==> config.mk <==
export PLATFORM = sky130hd
export DESIGN_NAME = ksrs_scan_unit
export DESIGN_NICKNAME = d
export VERILOG_FILES = /design/src/rtl/ksrs_pkg.sv /design/src/rtl/ksrs_scan_unit.sv
export SDC_FILE = /design/constraint.sdc
export NUM_CORES = 1
export LEC_CHECK = 0
export CORE_UTILIZATION = 35
export CTS_CLUSTER_SIZE = 40
export DETAILED_ROUTE_END_ITERATION = 10
export DONT_BUFFER_PORTS = 1
export GPL_TIMING_DRIVEN = 0
export SLEW_MARGIN = 20
export SYNTH_ARGS = -nofsm -noshare
export SYNTH_HDL_FRONTEND = slang
export SYNTH_SLANG_ARGS = --single-unit
==> constraint.sdc <==
create_clock -name clock -period 2.7 [get_ports clock]
set_input_delay 0.135 -clock clock [delete_from_list [all_inputs] [get_ports clock]]
set_output_delay 0.135 -clock clock [all_outputs]
set_load 0.05 [all_outputs]
==> src/rtl/ksrs_pkg.sv <==
// Shared types, codes and default sizes for the key set range sum core.
package ksrs_pkg;

   localparam int DEF_MAX_KEYS = 1024;
   localparam int DEF_KEY_BITS = 30;
   localparam int SUM_BITS     = 40;

   typedef enum logic {
      CMD_INSERT = 1'b0,
      CMD_QUERY  = 1'b1
   } command_type;

   typedef enum logic [1:0] {
      ST_DONE = 2'd0,
      ST_DUP  = 2'd1,
      ST_FULL = 2'd2
   } status_type;

   typedef enum logic [1:0] {
      S_IDLE,
      S_SCAN,
      S_DRAIN,
      S_FINISH
   } state_type;

   // Controls from the sequencer to the shared compare/accumulate unit.
   typedef struct packed {
      logic clear;
      logic step;
      logic query;
   } scan_ctrl_type;

endpackage

==> src/rtl/ksrs_scan_unit.sv <==
// Shared compare and accumulate unit applied to one stored key per cycle while step is set.
module ksrs_scan_unit #(
   parameter int KEY_BITS = ksrs_pkg::DEF_KEY_BITS
) (
   input  logic                          clock,
   input  ksrs_pkg::scan_ctrl_type       ctrl,
   input  logic [KEY_BITS-1:0]           entry,
   input  logic [KEY_BITS-1:0]           key,
   input  logic [KEY_BITS-1:0]           range_low,
   input  logic [KEY_BITS-1:0]           range_high,
   output logic [ksrs_pkg::SUM_BITS-1:0] sum,
   output logic                          hit
);

   localparam int EXT_BITS = ksrs_pkg::SUM_BITS + KEY_BITS;

   logic [ksrs_pkg::SUM_BITS-1:0] sum_ff, sum_in;
   logic                          hit_ff, hit_in;
   logic [EXT_BITS-1:0]           entry_ext;
   logic                          in_range;

   // Zero-extend then cut to the sum width; wraps if keys are wider.
   assign entry_ext = {{ksrs_pkg::SUM_BITS{1'b0}}, entry};
   assign in_range  = (entry >= range_low) && (entry <= range_high);

   always_comb begin
      sum_in = sum_ff;
      hit_in = hit_ff;
      if (ctrl.clear) begin
         sum_in = '0;
         hit_in = 1'b0;
      end else if (ctrl.step) begin
         if (ctrl.query) begin
            if (in_range) begin
               sum_in = sum_ff + entry_ext[ksrs_pkg::SUM_BITS-1:0];
            end
         end else if (entry == key) begin
            hit_in = 1'b1;
         end
      end
   end

   always_ff @(posedge clock) begin
      sum_ff <= sum_in;
      hit_ff <= hit_in;
   end

   assign sum = sum_ff;
   assign hit = hit_ff;

endmodule

== Word level (Yosys, flattened, before mapping) ==
Index checks and enable logic that the tools add are counted.

* Bits in registers: 41
* Latch bits: 0
* Bits in writable memories: 0
* ROM bits: 0
* Input bits: 124
* Output and inout bits: 41
* Logic and storage cells: 10
* Memories: 0

* Add/subtract/negate cells: 1
* Multipliers: 0
* Divide/modulo/power cells: 0
* $lt $le $gt $ge: 2
* Eq/ne operators: 1
* Shifts and indexed selects: 0
* Mux-type cells: 0
* Bitwise logic cells: 1
* Reduce and logical (&&, ||, !) cells: 3

{| class="wikitable"
|+ Operators with widths
! operator !! count
|-
| 40-bit by 30-bit adder with 40-bit output || 1
|-
| 30-bit == test || 1
|-
| 30-bit >= comparator || 1
|-
| 30-bit less-or-equal comparator || 1
|-
| 3-bit AND reduction || 2
|-
| 1-bit logical AND || 1
|-
| 1-bit inverter || 1
|}

== Logic depth before layout (Yosys ltp) ==
* Depth after elaboration: 3
* Depth in mapped cells: 14
* Mapped depth without buffers: 11

== Least setup slack after synthesis ==
OpenSTA, ideal clock, no wires.

* Path kind: flip-flop to flip-flop
* From: register sum_ff (netlist bit sum[16])
* To: register sum_ff (netlist bit sum[39])
* Setup time: 0.121 ns
* Arrival: 3.142 ns
* Required time: 2.579 ns
* Setup slack: -0.564 ns
* Stages on the path, launching flop included: 13
* Path buffers: 2
* Period minus slack after synthesis: 3.264 ns
* Path through: dfxtp_1 ha_1 clkbuf_2 a21oi_2 o21ai_0 a32o_1 or4_1 o221a_2 a31oi_1 nor2b_4 buf_6 or4b_4 mux2_4

* Cells in the longest elaborated chain, start to end: 1

{| class="wikitable"
|+ RTL lines
! what !! line !! text
|-
| start, declared || ksrs_scan_unit.sv:17 || <nowiki>logic [ksrs_pkg::SUM_BITS-1:0] sum_ff, sum_in;</nowiki>
|-
| start signal, assigned || ksrs_scan_unit.sv:44 || <nowiki>sum_ff <= sum_in;</nowiki>
|-
| 40-bit by 30-bit adder with 40-bit output || ksrs_scan_unit.sv:35 || <nowiki>sum_in = sum_ff + entry_ext[ksrs_pkg::SUM_BITS-1:0];</nowiki>
|}

Every way passes these cells.
A chain may end at the register's enable or synchronous reset.

== Worst setup path after layout ==
* From: register sum_ff (netlist bit sum[0])
* To: register sum_ff (netlist bit sum[18])

Same word-level chain as after synthesis.

==> metrics.log <==
[metrics] FF+latch count, synth: 41
[metrics] number of setup violations in the final report: 14
[metrics] net count of the mapped netlist: 830
[metrics] total vias in the final route: 4563
[metrics] Setup WS pre-CTS: -0.707 ns
[metrics] max capacitance violation total: 0
[metrics] setup TNS: -1.13 ns
[metrics] Layout Utilization: 0.458
[metrics] Crit Path Category: reg -> reg
[metrics] maximum number of buffers from clock root to sink: 2
[metrics] pin count of the biggest net entering global routing: 13
[metrics] number of standard cells in the final layout excluding fillers: 820
[metrics] overall overflow remaining after global route: 0
[metrics] violated checks: negative setup slack
[metrics] Final WS setup: -0.219 ns
[metrics] min cycle time layout: 2.92 ns
[metrics] TritonCTS buffer count: 5
[metrics] cell count of the worst reg-to-reg path: 11
[metrics] half-perimeter wire length after placement: 12.3 mm
[metrics] IO buf count: 0
[metrics] dominant register cell in the synthesized netlist: dfxtp_1
[metrics] Clock Tree Root: clkbuf_16
[metrics] RePlAce Congestion: 0.910
[metrics] cell repeated most along the worst path: o21a_1
[metrics] kind of cell with the highest combined delay on the critical path: compound AO/OA/AOI/OAI gates
[metrics] average size of a mapped cell: 7.91 um2
[metrics] crit path launch type: flop
[metrics] post-route clock period utilization: 1.08
[metrics] layout net count: 858
[metrics] post-DR wirelength/cell: 19.3 um
[metrics] mapped cell area: 4860 um2
[metrics] Starting Density: 0.363
[metrics] final number of max-transition violations: 0
[metrics] share of synthesized area occupied by flip-flops and latches: 0.169
[metrics] delay of the slowest cell on the worst path: 0.41 ns
[metrics] Die Wd: 120 um
[metrics] FP Rows: 42
[metrics] total length of routed wires: 15.8 mm
[metrics] power consumption: 2.02 mW
[metrics] Placeable Area: 13400 um2
[metrics] synthesized-area fraction occupied by xor and xnor cells: 0.101
[metrics] Area Growth Syn to Fin: 26.1%
[metrics] areal power density over the cells: 329 nW/um2
[metrics] Crit Path Max Fanout: 3
[metrics] kind of end point of the critical path: flop
[metrics] Placed Cells: 791
[metrics] headroom to the max-slew limit: 0.577
[metrics] maximum ir drop on the vdd rail: 0.198 mV
[metrics] residual DRC count: 0
[metrics] share of final-layout standard cells stronger than drive strength 1: 0.230
[metrics] CP required: 2.88 ns
[metrics] switching power summed over all nets: 0.673 mW
[metrics] number of iterations in the first detailed-routing pass: 4
[metrics] standard cell with the maximum stage delay on the critical path: dfxtp_4
[metrics] antenna diode count: 0
[metrics] Worst Path Buf+Inv: 0
[metrics] combinational fraction of design power: 0.316
[metrics] cell-by-cell trace of the critical path: ha_4 > fa_2 > a211oi_2 > nor3_2 > o21ai_2 > a21oi_2 > o211a_1 > o21a_1 > o21a_1 > or3_1 > a32o_1
[metrics] Starting DRT DRC Count: 158
[metrics] initial antenna violation count: 0
[metrics] Internal Pwr Total: 1.34 mW
[metrics] Worst-path clk slew: 0.07 ns
[metrics] synth warn: 0
[metrics] IO Pins: 165
[metrics] Hold Crit Class: in -> reg
[metrics] unrepaired setup endpoints after global routing: yes
[metrics] number of failing hold endpoints at the final stage: 0
[metrics] Post-Synth Adder-Cell Area: 0.236
[metrics] Switching Share: 0.334
[metrics] main combinational cell family by area after synthesis: adder cells
[metrics] Yosys cell types: 64
[metrics] Detail Route Antenna Nets: 0
[metrics] clk_lat worst skew: 0.29 ns
[metrics] Max Freq: 343 MHz
[metrics] Worst Hold Path Cells: 3
[metrics] result of the run: finished with violations
[metrics] Post-Route Skew: 0.00505 ns
[metrics] count of H-tree levels built during CTS: 2
[metrics] Clock power frac: 0.342
[metrics] Crit. path cell count: 11
[metrics] Tightest Pin Transition: 0.633 ns
[metrics] post-synthesis simple-gate area fraction: 0.174
[metrics] multiplexer fraction of the synthesized cell area: 0.0486
[metrics] via count of the first global-routing pass: 4627
[metrics] clock tree from TritonCTS: done
[metrics] instance count of the mapped netlist: 615
[metrics] chip height: 120 um
[metrics] data arrival time of the critical path: 3.10 ns
[metrics] Clock Sink Count: 41
[metrics] global routing usage summed across all routing layers: 0.219
[metrics] part of the power in registers: 0.341
[metrics] fraction of the mapped netlist area in compound gates: 0.208
[metrics] Via density: 5.56
[metrics] die area: 14400 um2
[metrics] EDFF count, synth: 0
[metrics] wire length of the first global-routing pass: 24.1 mm
[metrics] async set-or-reset flop fraction in the synthesized netlist: 0
[metrics] Static Leak: 2.84 nW
-- synthesized netlist by cell type, types with 6 or more instances --
cell type / number / area [um2]
o21a_1: 6 / 45.0
a21oi_1: 52 / 260
buf_2: 6 / 30.0
nand4_1: 16 / 100
xnor2_1: 32 / 280
nor4_1: 6 / 37.5
o21ai_0: 26 / 130
nand2_1: 38 / 143
nor3_1: 10 / 50.1
nand3_1: 16 / 80.1
ha_1: 90 / 1130
a21o_1: 24 / 180
mux2i_1: 21 / 210
nor2_1: 53 / 199
inv_1: 66 / 248
xor2_1: 24 / 210
dfxtp_1: 41 / 821
-- routing by layer --
| metal | wire length [um] | global-route usage | vias up |
|---|---|---|---|
| met5 | 0 | 0 | - |
| li1 | - | - | 2265 |
| met3 | 1050 | 0.0509 | 19 |
| met4 | 361 | 0.0766 | 0 |
| met2 | 7710 | 0.376 | 146 |
| met1 | 6690 | 0.264 | 2133 |
-- layout by cell type, fill, tap and decap left out, drive strengths merged, types with 4 or more instances in the layout --
| cell type | n |
|---|---|
| or4 | 4 |
| a211oi | 5 |
| mux2i | 21 |
| or3 | 4 |
| and3 | 5 |
| a21o | 25 |
| ha | 90 |
| xnor2 | 32 |
| nand2 | 38 |
| inv | 66 |
| nand3 | 16 |
| a21oi | 54 |
| clkbuf | 11 |
| xor2 | 24 |
| o21ai | 27 |
| nor2b | 6 |
| o21a | 6 |
| o21bai | 4 |
| nor4 | 6 |
| dfxtp | 41 |
| buf | 30 |
| nor3 | 11 |
| nor2 | 53 |
| o31ai | 4 |
| a22o | 4 |
| nand4 | 16 |
-- flip-flops by register name (all words and copies together) (netlist names) --
signal	cells
hit	1
sum	40
-- worst min-delay path, delay by kind of cell --
| kind | cells | cell delay (ns) |
|---|---|---|
| fa+ha+maj | 1 | 0.10 |
| mux | 1 | 0.05 |
| simple gates | 1 | 0.07 |
-- power by group through the flow --
| stage | sequential, mW | combinational (mW) | clock, mW |
|---|---|---|---|
| floorplan | 0.699 | 0.417 | 0 |
| detailed placement | 0.708 | 0.523 | 0 |
| finish | 0.688 | 0.638 | 0.691 |
| global placement | 0.708 | 0.504 | 0 |
| global route | 0.690 | 0.714 | 0.731 |
| CTS | 0.687 | 0.582 | 0.703 |
-- through the flow --
step                      hold slack, ns  cell area [um2]
after global placement             0.384             5210
after floorplan                    0.376             4990
final                              0.102             6130
after CTS                         0.0986             5810
after global routing               0.118             6130
after detailed placement           0.410             5210
-- cells by family (layout without fill, tap and decap cells) --
family,count (synthesis),in the layout
adders and majority gates,91,91
AOI/OAI and AO/OA,155,155
and+or+nand+nor,171,171
DFF,41,41
muxes,23,23
xor gates and xnor gates,56,56
buffers and inverters,78,107
-- path summary, 6_finish.rpt --
path | startpoint | end | slack [ns]
max | sum[0] | sum[18] | -0.22
min | entry[0] | sum[0] | 0.10
max reg2reg | sum[0] | sum[18] | -0.22
min reg2reg | sum[14] | sum[14] | 0.61
-- layout make-up --
type	count	area, um2
Sequential cell	41	905
Tap cell	176	220
Buffer	10	77.6
Inverter	66	248
Multi-Input combinational cell	496	4320
Timing Repair Buffer	23	195
Fill cell	1344	7270
Clock buffer	8	168
-- what timing repair did --
action                     4_1_cts  5_1_grt
gates cloned                     0        0
pin swaps                       25       31
setup buffers                   15        8
setup endpoints to repair       40       37
hold buffers                     0        0
gates resized for setup         72       57
(Power assumes the default switching activity.)
