### config.mk
export PLATFORM = sky130hd
export DESIGN_NAME = ksrs_ram
export DESIGN_NICKNAME = d
export VERILOG_FILES = /design/src/rtl/ksrs_ram.sv
export SDC_FILE = /design/constraint.sdc
export NUM_CORES = 1
export LEC_CHECK = 0
export ABC_CLOCK_PERIOD_IN_PS = 1600
export BUFFER_PORTS_ARGS = -buffer_cell sky130_fd_sc_hd__buf_2
export CORE_ASPECT_RATIO = 1.25
export CORE_MARGIN = 2
export CORE_UTILIZATION = 35
export DETAILED_ROUTE_END_ITERATION = 10
export GPL_ROUTABILITY_DRIVEN = 0
export PLACE_DENSITY_LB_ADDON = 0.1
export SLEW_MARGIN = 30
export SYNTH_ARGS = -nofsm -noshare
export SYNTH_HDL_FRONTEND = slang
export SYNTH_SLANG_ARGS = --single-unit
### constraint.sdc
create_clock -name clock -period 1.6 [get_ports clock]
set_clock_uncertainty 0.05 [all_clocks]
set_input_delay 0 -clock clock [delete_from_list [all_inputs] [get_ports clock]]
set_output_delay 0 -clock clock [all_outputs]
set_load 0.01 [all_outputs]
### src/rtl/ksrs_ram.sv
// Generic single write port, single read port RAM with registered read data.
module ksrs_ram #(
   parameter int WIDTH = 8,
   parameter int DEPTH = 16
) (
   input  logic                     clock,
   input  logic                     wr_en,
   input  logic [$clog2(DEPTH)-1:0] wr_addr,
   input  logic [WIDTH-1:0]         wr_data,
   input  logic [$clog2(DEPTH)-1:0] rd_addr,
   output logic [WIDTH-1:0]         rd_data
);

   logic [WIDTH-1:0] mem_ff [DEPTH];
   logic [WIDTH-1:0] rd_data_ff;

   always_ff @(posedge clock) begin
      if (wr_en) begin
         mem_ff[wr_addr] <= wr_data;
      end
      rd_data_ff <= mem_ff[rd_addr];
   end

   assign rd_data = rd_data_ff;

endmodule

# After elaboration in Yosys (flattened, before gate mapping)
# Memories as Yosys holds them, arrays and structs flattened. A register that Yosys moved wholly into a read port is not among the register bits.
# Index checks and enable logic that the tools add are counted.
dict set report word_totals {
  elab_cells 3
  regBits 0
  n_memories 1
  in_bits 18
  rom_bits 0
  latch_bits 0
  output_inout_bits 8
  ramBits 128
}
# memory words width rd rd_ports_with_merged_regs write_ports line_no
set memory_table {}
lappend memory_table {mem_ff 16 8 1 1 1 14} ;# logic [WIDTH-1:0] mem_ff [DEPTH];
dict set report classes {
  bitwise 0
  addsub 0
  reduce_logical 0
  div_mod_pow 0
  n_lt_le_gt_ge 0
  muxes 2
  multipliers 0
  shifts 0
  n_eq_ne 0
}
# operator n
set op_table {}
lappend op_table {{$mux 1} 2}

# Longest topological paths before layout
# Gate-level depths: netlist of run 1.
dict set report depth {
  depth_word 2
  depth_mapped 5
  mapped_depth_nobuf 3
}

# Worst setup path before layout of run 1
# No wires, ideal clock.
dict set report synth_timing {
  path_kind {input -> register}
  startpoint {input port wr_addr[2]}
  endpoint {memory mem_ff[0][0] (enable)}
  t_arrival_ns 1.110
  path_buffers 0
  setup_slack_ns 0.057
  required_time_ns 1.167
  cell_stages 2
  setup_time_ns 0.383
  path_cell_list {or3b_2 nor3_1}
}
# element line_no
set synth_lines {}
lappend synth_lines {{start, declared} 8} ;# input logic [$clog2(DEPTH)-1:0] wr_addr,
lappend synth_lines {{end, declared} 14}
# Straight into the memory's write port.

==> run metrics, run 1 <==
final instance area=0.00634 mm²; antenna violations before repair=0; worst path cell trace=mux4_1 -> a22oi_1 -> nand2_1; # Post-CTS Setup Buffers=0; leading cell types in the layout, fill and taps excluded=edfxtp_1, buf_2, mux4_2, buf_4, clkbuf_16; first-pass GRT wire length=16300 µm; Metal-1 WL=4560 µm; CTS Sinks=136; Yosys reg bits=136; maxcap violations=0; met3 wire length=347 µm; worst path bufs/invs=0; HP Class=in -> reg; Clock Path Buffers=2; DR WL/cell=21.5 µm; Syn Inst Count=229; worst-path maximum fanout=1; crit end category=flop; Top Layer Used=met4; endpoints failing setup=0; commonest non-fill, non-tap cell in the layout=edfxtp_1; Ports=26; CTS Hold Bufs=8; register area share after synthesis=77.8%; Nets=310; library cells used by synthesis=19; layout cells sized above 1=30.8%; relative max-transition margin=47.4%; shortest period the worst path allows=1.41 ns; die width=112 µm; Crit path largest cell delay=0.54 ns; P_leak=2.17 nW; average cell area after synthesis=22.5 µm²; clock root buffer=clkbuf_16; period utilization=87.9%; Syn Nets=247; CTS buffer count=17; largest net degree at the start of global routing=33; H-tree Lvls=4; Initial Util=35.7%; Core ar.=0.0144 mm²; Crit-path slowest cell=mux4_1; drc violations=0; Top delay family on crit path=multiplexers; CTS clk-pin slew, worst paths=0.06 ns; Area Overhead vs Synth=23.2%; status=complete, no violations; worst path arrival time=1.64 ns; number of port buffers=25; Peak supply drop=0.000649 V; setup tns final=0 ns; CTS tree=yes; Final Hold Viols=0; synth warn=0; overall routed net length=10400 µm; Final Max Slew Viols=0; Clock Latency Late Sink=0.40 ns; vias in the first global route=2672; dpl hpwl=6850 µm; Resize count post-CTS=0; Vias per Instance=5.00; worst slew pin tran=0.787 ns; Post-DRT Antenna Nets=0; RSZ-0062 raised after global routing=no; setup slack after layout=0.193 ns; die height=140 µm; drt pass-1 iters=4; die area=0.0157 mm²; Fmax=0.711 GHz; wire length on met2=5360 µm; total track usage=14.5%; Synth Cell Area=0.00515 mm²; fillers=1215; DR iter-0 viols=108; pwr dens=1370 mW/mm²; Critical Path RT=1.83 ns; CP startpoint kind=flop; via count=2417; total gr overflow=0; dpl cell area=0.00560 mm²; WS Path Type=reg -> reg; pre-CTS setup slack=0.136 ns; Ant. Diodes=0; # rows=49
-- layout make-up --
type	instances	area (µm²)	area share, %
Timing Repair Buffer	54	400	6.31
Clock buffer	20	437	6.88
Sequential cell	136	4000	63.1
Clock inverter	12	223	3.51
Multi-Input combinational cell	83	1060	16.7
Tap cell	178	223	3.51
-- cell usage after synthesis --
cell	instances	area share (%)
nor3_1	4	0.39
nand2b_1	2	0.24
or3b_2	1	0.17
nor2b_1	1	0.12
nand2_1	9	0.66
mux4_1	14	7.1
nand3b_1	2	0.29
buf_2	3	0.29
nor2_1	13	0.95
and2b_1	1	0.15
and2_1	1	0.12
mux4_2	18	7.9
buf_4	1	0.15
nand3_1	1	0.097
clkdlybuf4s25_2	3	0.58
dfxtp_1	8	3.1
buf_6	3	0.66
a22oi_1	16	2.3
edfxtp_1	128	75
-- stage by stage --
step | hold WS, ns | std cells | power [W] | util, %
finish | 0.116 | 483 | 0.00871 | 44.0
global route | 0.141 | 483 | 0.00901 | 44.0
CTS | 0.101 | 483 | 0.00882 | 44.0
detailed placement | 0.358 | 443 | 0.00448 | 38.9
global placement | 0.343 | 443 | 0.00447 | 38.9
floorplan | 0.0489 | 229 | 0.00429 | -
-- routing by layer --
| layer | GRT usage [%] | vias to the layer above |
|---|---|---|
| li1 | - | 1097 |
| met1 | 19.0 | 1264 |
| met2 | 24.1 | 48 |
| met3 | 3.44 | 8 |
| met4 | 4.24 | 0 |
| met5 | 0 | - |
-- worst reg2reg max path, stage by stage, from the launching register on --
cell and delay (ns):
edfxtp_1 0.37, mux4_1 0.54, a22oi_1 0.26, nand2_1 0.08
-- worst paths after layout --
check / from / to / slack (ns) / depth (start not counted)
worst min register to register: mem_ff[14][7]$_DFFE_PP_ / rd_data[7]$_DFF_P_ / 0.62 / 3
worst max-delay path: mem_ff[5][3]$_DFFE_PP_ / rd_data[3]$_DFF_P_ / 0.19 / 3
worst min-delay path: wr_addr[0] / mem_ff[4][2]$_DFFE_PP_ / 0.12 / 3
worst max register to register: mem_ff[5][3]$_DFFE_PP_ / rd_data[3]$_DFF_P_ / 0.19 / 3
-- state kept, by name, indices dropped and copies added (netlist names) --
name / count
mem_ff: 128
rd_data: 8
-- power by group --
part / leakage (nW) / internal [W] / switching, W / total (W)
clock network: 0.315 / 0.00293 / 0.00138 / 0.00431
registers: 1.22 / 0.00398 / 0.0000254 / 0.00401
logic: 0.629 / 0.000177 / 0.000218 / 0.000395
total: 2.17 / 0.00709 / 0.00162 / 0.00871
-- kinds of logic after synthesis --
logic type      count (synthesis)  share of synthesized area [%]
compound gates                 16                           2.33
flops                         136                           77.8
buf+inv                        10                           1.68
mux                            32                           15.0
simple gates                   35                           3.18
No activity file was read; power rests on OpenSTA's default activity.
==> run 2: changes to the inputs <==
--- a/config.mk
+++ b/config.mk
@@ -5,6 +5,7 @@
 export SDC_FILE = /design/constraint.sdc
 export NUM_CORES = 1
 export LEC_CHECK = 0
+export ABC_AREA = 1
 export ABC_CLOCK_PERIOD_IN_PS = 1600
 export BUFFER_PORTS_ARGS = -buffer_cell sky130_fd_sc_hd__buf_2
 export CORE_ASPECT_RATIO = 1.25
==> run 2 against run 1 <==
Sequential power about the same. Final cell count grew 73%. Sequential share of layout area decreased by 4.7 points. Combinational power up 36%. Clock power decreased by 24%. Flip-flop and latch count is the same. Power fell by 10%. Core utilization is 1.6 points lower. First-iteration DRC count rose by 130%. Worst hold slack got worse by 0.10 ns. Maximum frequency shrank 8.1%. Critical endpoint is now rd_data[4]$_DFF_P_.
==> run metrics, run 2 <==
status=complete, no violations; via count=3850 (+59%); worst path arrival time=1.77 ns (+0.13 ns); Largest Register=mem_ff; endpoints failing setup=0 (unchanged); period utilization=95.7% (+7.8 points); pwr dens=1140 mW/mm² (-17%); CTS Sinks=136 (unchanged); Yosys top cell by area=edfxtp_1; WS Path Type=reg -> reg; drc violations=0 (unchanged); vias in the first global route=3807 (+42%); reg-to-reg endpoint=rd_data[4]$_DFF_P_; Peak supply drop=0.000562 V (-13%); Nets=626 (+100%); total track usage=17.3% (+2.9 points); P_leak=2.96 nW (+36%); CTS clk-pin slew, worst paths=0.05 ns (about the same); maxcap violations=0 (unchanged); shortest period the worst path allows=1.53 ns (+0.124 ns); fillers=1631 (+34%); area of the multi-input gates=0.00124 mm² (+17%); hold depth=4 (+1); library cells used by synthesis=12 (-7); most numerous cell in the Yosys netlist=nand2_1; total gr overflow=0 (unchanged); crit end category=flop; worst-path maximum fanout=1 (unchanged); hold endpoint=rd_data[6]$_DFF_P_; Critical Path RT=1.84 ns (about the same); Ports=26 (unchanged); CTS buffer count=17 (unchanged); commonest non-fill, non-tap cell in the layout=nand2_1; share of the synthesized area in the top cell type=66.7% (-8.0 points); Yosys reg bits=136 (unchanged); r2r setup slk=0.07 ns (-0.12 ns); asr flop ratio synth=0% (unchanged); largest net degree at the start of global routing=65 (+97%); setup tns final=0 ns (unchanged); layout cells sized above 1=13.1% (-18 points); CP startpoint kind=flop; worst-case reg-to-reg path depth=7 (+4); Initial Util=35.7% (about the same); register area share after synthesis=69.4% (-8.4 points); Fin Hold WS=0.0151 ns (-0.101 ns); RSZ-0062 raised after global routing=no; drt pass-1 iters=5 (+1); Synth Cell Area=0.00577 mm² (+12%); overall routed net length=14400 µm (+38%); Worst Setup SP=mem_ff[5][4]$_DFFE_PP_; Clock Latency Late Sink=0.42 ns (+0.02 ns); RR Startpoint=mem_ff[5][4]$_DFFE_PP_; Final Hold Viols=0 (unchanged); die width=119 µm (+5.6%); Synth area leaders=edfxtp_1, nand2_1, nand3_1; Clock Path Buffers=2 (unchanged); Commonest cells post-synth=nand2_1, edfxtp_1, inv_1; worst slew pin tran=0.391 ns (-0.396 ns); Core ar.=0.0161 mm² (+12%); die height=148 µm (+5.7%); clock root buffer=clkbuf_16; Ant. Diodes=0 (unchanged); die area=0.0175 mm² (+12%); HP Class=in -> reg; # Post-CTS Setup Buffers=0 (unchanged); H-tree Lvls=4 (unchanged); max reg flops=128 (unchanged); Final Util=42.4% (-1.6 points); antenna violations before repair=0 (unchanged); Syn Inst Count=551 (+140%); Post-synth EDFFs=128 (unchanged); # rows=52 (+6.1%); Fmax=0.653 GHz (-8.1%); dpl hpwl=9050 µm (+32%); Syn Nets=569 (+130%); Area Overhead vs Synth=18.8%; synth warn=0 (unchanged); Register Area=0.00400 mm² (unchanged); first-pass GRT wire length=22100 µm (+36%); DR iter-0 viols=250 (+130%); number of port buffers=25 (unchanged); Post-DRT Antenna Nets=0 (unchanged); Vias per Instance=4.61 (-8.0%); DR WL/cell=17.2 µm (-20%); leading cell types in the layout, fill and taps excluded=nand2_1, edfxtp_1, inv_1; CTS tree=yes; Post-synth top flop=edfxtp_1; average cell area after synthesis=10.5 µm² (-53%); Final Max Slew Viols=0 (unchanged); relative max-transition margin=73.9% (+26 points); Hold Startpoint=rd_addr[2]
run 2: cell types whose count changed in the layout (fill, tap and decap cells not counted), sizes merged, moves of 5 or more:
| cell | change |
|---|---|
| nand3 | +96 |
| a22oi | -16 |
| nand2 | +164 |
| bufinv | -6 |
| clkbuf | +5 |
| mux4 | -32 |
| inv | +100 |
| buf | +5 |
run 2: kinds of logic after synthesis:
family / after synthesis / synth area share [%]
flip-flops: 136 / 69.4
AND/OR/NAND/NOR: 289 / 21.0
buffers and inverters: 126 / 9.52
run 2: final cells by class:
type,count,area share [%]
inverter,102,5.59
clock buffer,25,6.65
clock inverter,6,0.402
tap,216,3.95
timing repair buffer,62,6.83
sequential,136,58.5
multi-input combinational,289,18.1
run 2: worst max path at each step:
stage                                          to  slack [ns]
after floorplan           mem_ff[10][0]$_DFFE_PP_        0.60
after global placement         rd_data[2]$_DFF_P_        0.40
after detailed placement       rd_data[2]$_DFF_P_        0.40
after CTS                      rd_data[4]$_DFF_P_        0.05
after global routing           rd_data[4]$_DFF_P_       0.009
final                          rd_data[4]$_DFF_P_        0.07
run 2: where the power goes:
group	switching (W)	leakage [nW]	internal, W	total, W
Clock	0.00134	0.238	0.00195	0.00329
Sequential	0.0000218	1.22	0.00398	0.00401
Combinational	0.000363	1.50	0.000176	0.000539
Total	0.00173	2.96	0.00611	0.00783
run 2: critical path: stages (launching register included):
cell	delay, ns
edfxtp_1	0.37
inv_2	0.08
nand2_1	0.05
nand3_1	0.08
nand3_1	0.09
nand3_2	0.09
nand2_1	0.06
dlygate4sd3_1	0.55
run 2: routing by layer:
layer / global-route usage, % / up-vias / part of all wire [%]
met1: 21.4 / 1863 / 44
met2: 29.6 / 80 / 51
met3: 4.09 / 19 / 3.3
met5: 0 / - / 0
met4: 6.49 / 0 / 1.7
li1: - / 1888 / -
run 2: timing repair:
item                                   4_1_cts  5_1_grt
hold buffers                                11        0
setup endpoints to repair                    0        1
gates resized for setup                      0        7
endpoints found under the hold margin      130        0
run 2: through the flow:
stage,worst slack [ns],std cells,power (W),area [µm²]
floorplan,0.599,551,0.00437,5770
finish,0.0686,836,0.00783,6850
global route,0.00866,836,0.00817,6850
CTS,0.0453,836,0.00791,6820
detailed placement,0.402,794,0.00460,6230
global placement,0.401,794,0.00460,6230
==> run 3: changes to the inputs <==
--- a/config.mk
+++ b/config.mk
@@ -14,6 +14,7 @@
 export DETAILED_ROUTE_END_ITERATION = 10
 export GPL_ROUTABILITY_DRIVEN = 0
 export PLACE_DENSITY_LB_ADDON = 0.1
+export REMOVE_ABC_BUFFERS = 1
 export SLEW_MARGIN = 30
 export SYNTH_ARGS = -nofsm -noshare
 export SYNTH_HDL_FRONTEND = slang
==> run 3 against run 2 <==
Maximum frequency increased by 40%. Worst hold slack better by 0.11 ns. Register-to-register slack improved by 0.44 ns. Sequential share of layout area is 0.27 points lower. Clock-buffer cell count shrank 8. Critical path depth is 1 lower. Die area is the same. Final cell count down 0.60%. First-iteration DRC count fell by 12%. Flip-flop and latch count unchanged. Global-route usage down 0.17 points.
==> run metrics, run 3 (synthesized netlist as in run 2, its figures left out) <==
P_leak=2.95 nW (-0.22%); worst path cell trace=inv_1 -> nand2_1 -> nand3_1 -> nand3_1 -> nand3_1 -> nand2_1; total track usage=17.2% (-0.17 points); Post-DRT Antenna Nets=0 (unchanged); final instance area=0.00688 mm² (+0.46%); vias in the first global route=3738 (-1.8%); via count=3785 (-1.7%); relative max-transition margin=74.7% (+0.75 points); period utilization=68.2% (-28 points); # Post-CTS Setup Buffers=0 (unchanged); Clock Latency Late Sink=0.41 ns (about the same); setup tns final=0 ns (unchanged); Core ar.=0.0161 mm² (unchanged); endpoints failing setup=0 (unchanged); drc violations=0 (unchanged); met2 Usage GRT=27.9% (-1.7 points); antenna violations before repair=0 (unchanged); pwr dens=1210 mW/mm² (+6.1%); Final Hold Viols=0 (unchanged); Clock Path Buffers=2 (unchanged); RSZ-0062 raised after global routing=no; Nets=620 (-0.96%); leading cell types in the layout, fill and taps excluded=nand2_1, edfxtp_1, inv_1; Critical Path RT=1.84 ns (about the same); CP startpoint kind=flop; WS Path Type=reg -> reg; overall routed net length=14300 µm (-0.73%); Top delay family on crit path=simple AND/OR/NAND/NOR gates; Largest Register=mem_ff; M1 GR Usage=22.3% (+0.87 points); H-tree Lvls=4 (unchanged); die area=0.0175 mm² (unchanged); CTS clk-pin slew, worst paths=0.06 ns (about the same); drt pass-1 iters=4 (-1); shortest period the worst path allows=1.09 ns (-0.440 ns); switching portion of total power=22.8% (+0.77 points); Ant. Diodes=0 (unchanged); worst path arrival time=1.33 ns (-0.44 ns); dpl cell area=0.00621 mm² (-0.28%); largest net degree at the start of global routing=65 (unchanged); total gr overflow=0 (unchanged); CTS tree=yes; Peak supply drop=0.000573 V (+1.9%); clock group share of total power=45.6% (+3.6 points); Crit-path slowest cell=edfxtp_1; first-pass GRT wire length=21900 µm (-1.0%); Final Power=0.00835 W (+6.6%); worst path bufs/invs=1 (-1); Area Overhead vs Synth=19.3%; commonest non-fill, non-tap cell in the layout=nand2_1; Fin Hold WS=0.123 ns (+0.108 ns); die width=119 µm (unchanged); gr busiest metal=met2; die height=148 µm (unchanged); DR iter-0 viols=220 (-12%); dpl hpwl=8520 µm (-5.8%); Top cell by count, worst path=nand3_1; NetSw=0.00191 W (+10%); DR WL/cell=17.1 µm (-0.13%); maxcap violations=0 (unchanged); Pint=0.00644 W (+5.5%); status=complete, no violations; register share of total power=48.0% (-3.1 points); HP Class=in -> reg; # rows=52 (unchanged); CTS buffer count=17 (unchanged); worst-path maximum fanout=1 (unchanged); CTS Sinks=136 (unchanged); number of port buffers=25 (unchanged); Ports=26 (unchanged); max reg flops=128 (unchanged); Crit path largest cell delay=0.36 ns (-0.19 ns); Final Max Slew Viols=0 (unchanged); crit end category=flop; layout cells sized above 1=13.0% (-0.056 points); GR Util met3=3.94% (-0.15 points); Initial Util=35.7% (unchanged); Vias per Instance=4.55 (-1.1%); clock root buffer=clkbuf_16; Comb power frac=6.4% (-0.5 points); worst slew pin tran=0.380 ns (-0.0108 ns); Fmax=0.917 GHz (+40%)
-- run 3: repair_timing --
action / in CTS / in global routing
gates resized for setup: 0 / 0
hold endpoints to repair: 136 / 0
hold buffers: 9 / 0
-- run 3: power groups by stage --
stage / sequential, W / combinational [W] / clock, W
after global routing: 0.00402 / 0.000595 / 0.00401
after detailed placement: 0.00408 / 0.000529 / 0
after floorplan: 0.00409 / 0.000215 / 0
final: 0.00401 / 0.000532 / 0.00381
after global placement: 0.00409 / 0.000524 / 0
after CTS: 0.00401 / 0.000548 / 0.00388
-- run 3: path summary, 6_finish.rpt --
| check | startpoint | endpoint | slack (ns) | depth (start not counted) |
|---|---|---|---|---|
| worst min register to register | mem_ff[2][6]$_DFFE_PP_ | rd_data[6]$_DFF_P_ | 0.61 | 6 |
| worst max-delay path | mem_ff[1][1]$_DFFE_PP_ | rd_data[1]$_DFF_P_ | 0.51 | 6 |
| worst min-delay path | rd_addr[2] | rd_data[4]$_DFF_P_ | 0.12 | 5 |
| worst max register to register | mem_ff[1][1]$_DFFE_PP_ | rd_data[1]$_DFF_P_ | 0.51 | 6 |
-- run 3: layout make-up --
type / count / area [µm²]
Timing Repair Buffer: 56 / 430
Tap cell: 216 / 270
Fill cell: 1601 / 9260
Sequential cell: 136 / 4000
Multi-Input combinational cell: 289 / 1210
Inverter: 102 / 383
Clock inverter: 15 / 154
Clock buffer: 17 / 425
-- run 3: per-layer routing --
metal | routed length (µm) | vias up | part of all wire, %
li1 | - | 1874 | -
met1 | 6280 | 1796 | 44
met2 | 6880 | 96 | 48
met3 | 776 | 19 | 5.4
met4 | 316 | 0 | 2.2
met5 | 0 | - | 0
-- run 3: stage by stage --
step,std cells,util (%),worst slack [ns]
2_1_floorplan,527,-,0.570
3_3_place_gp,790,38.5,0.388
3_5_place_dp,790,38.5,0.384
4_1_cts,831,42.6,0.489
5_1_grt,831,42.6,0.431
6_report,831,42.6,0.509
-- run 3: tightest hold or removal path, cell delays in order --
cell and delay [ns]:
buf_2 0.11, buf_4 0.20, nand3_1 0.11, nand3_1 0.07, nand2_1 0.06
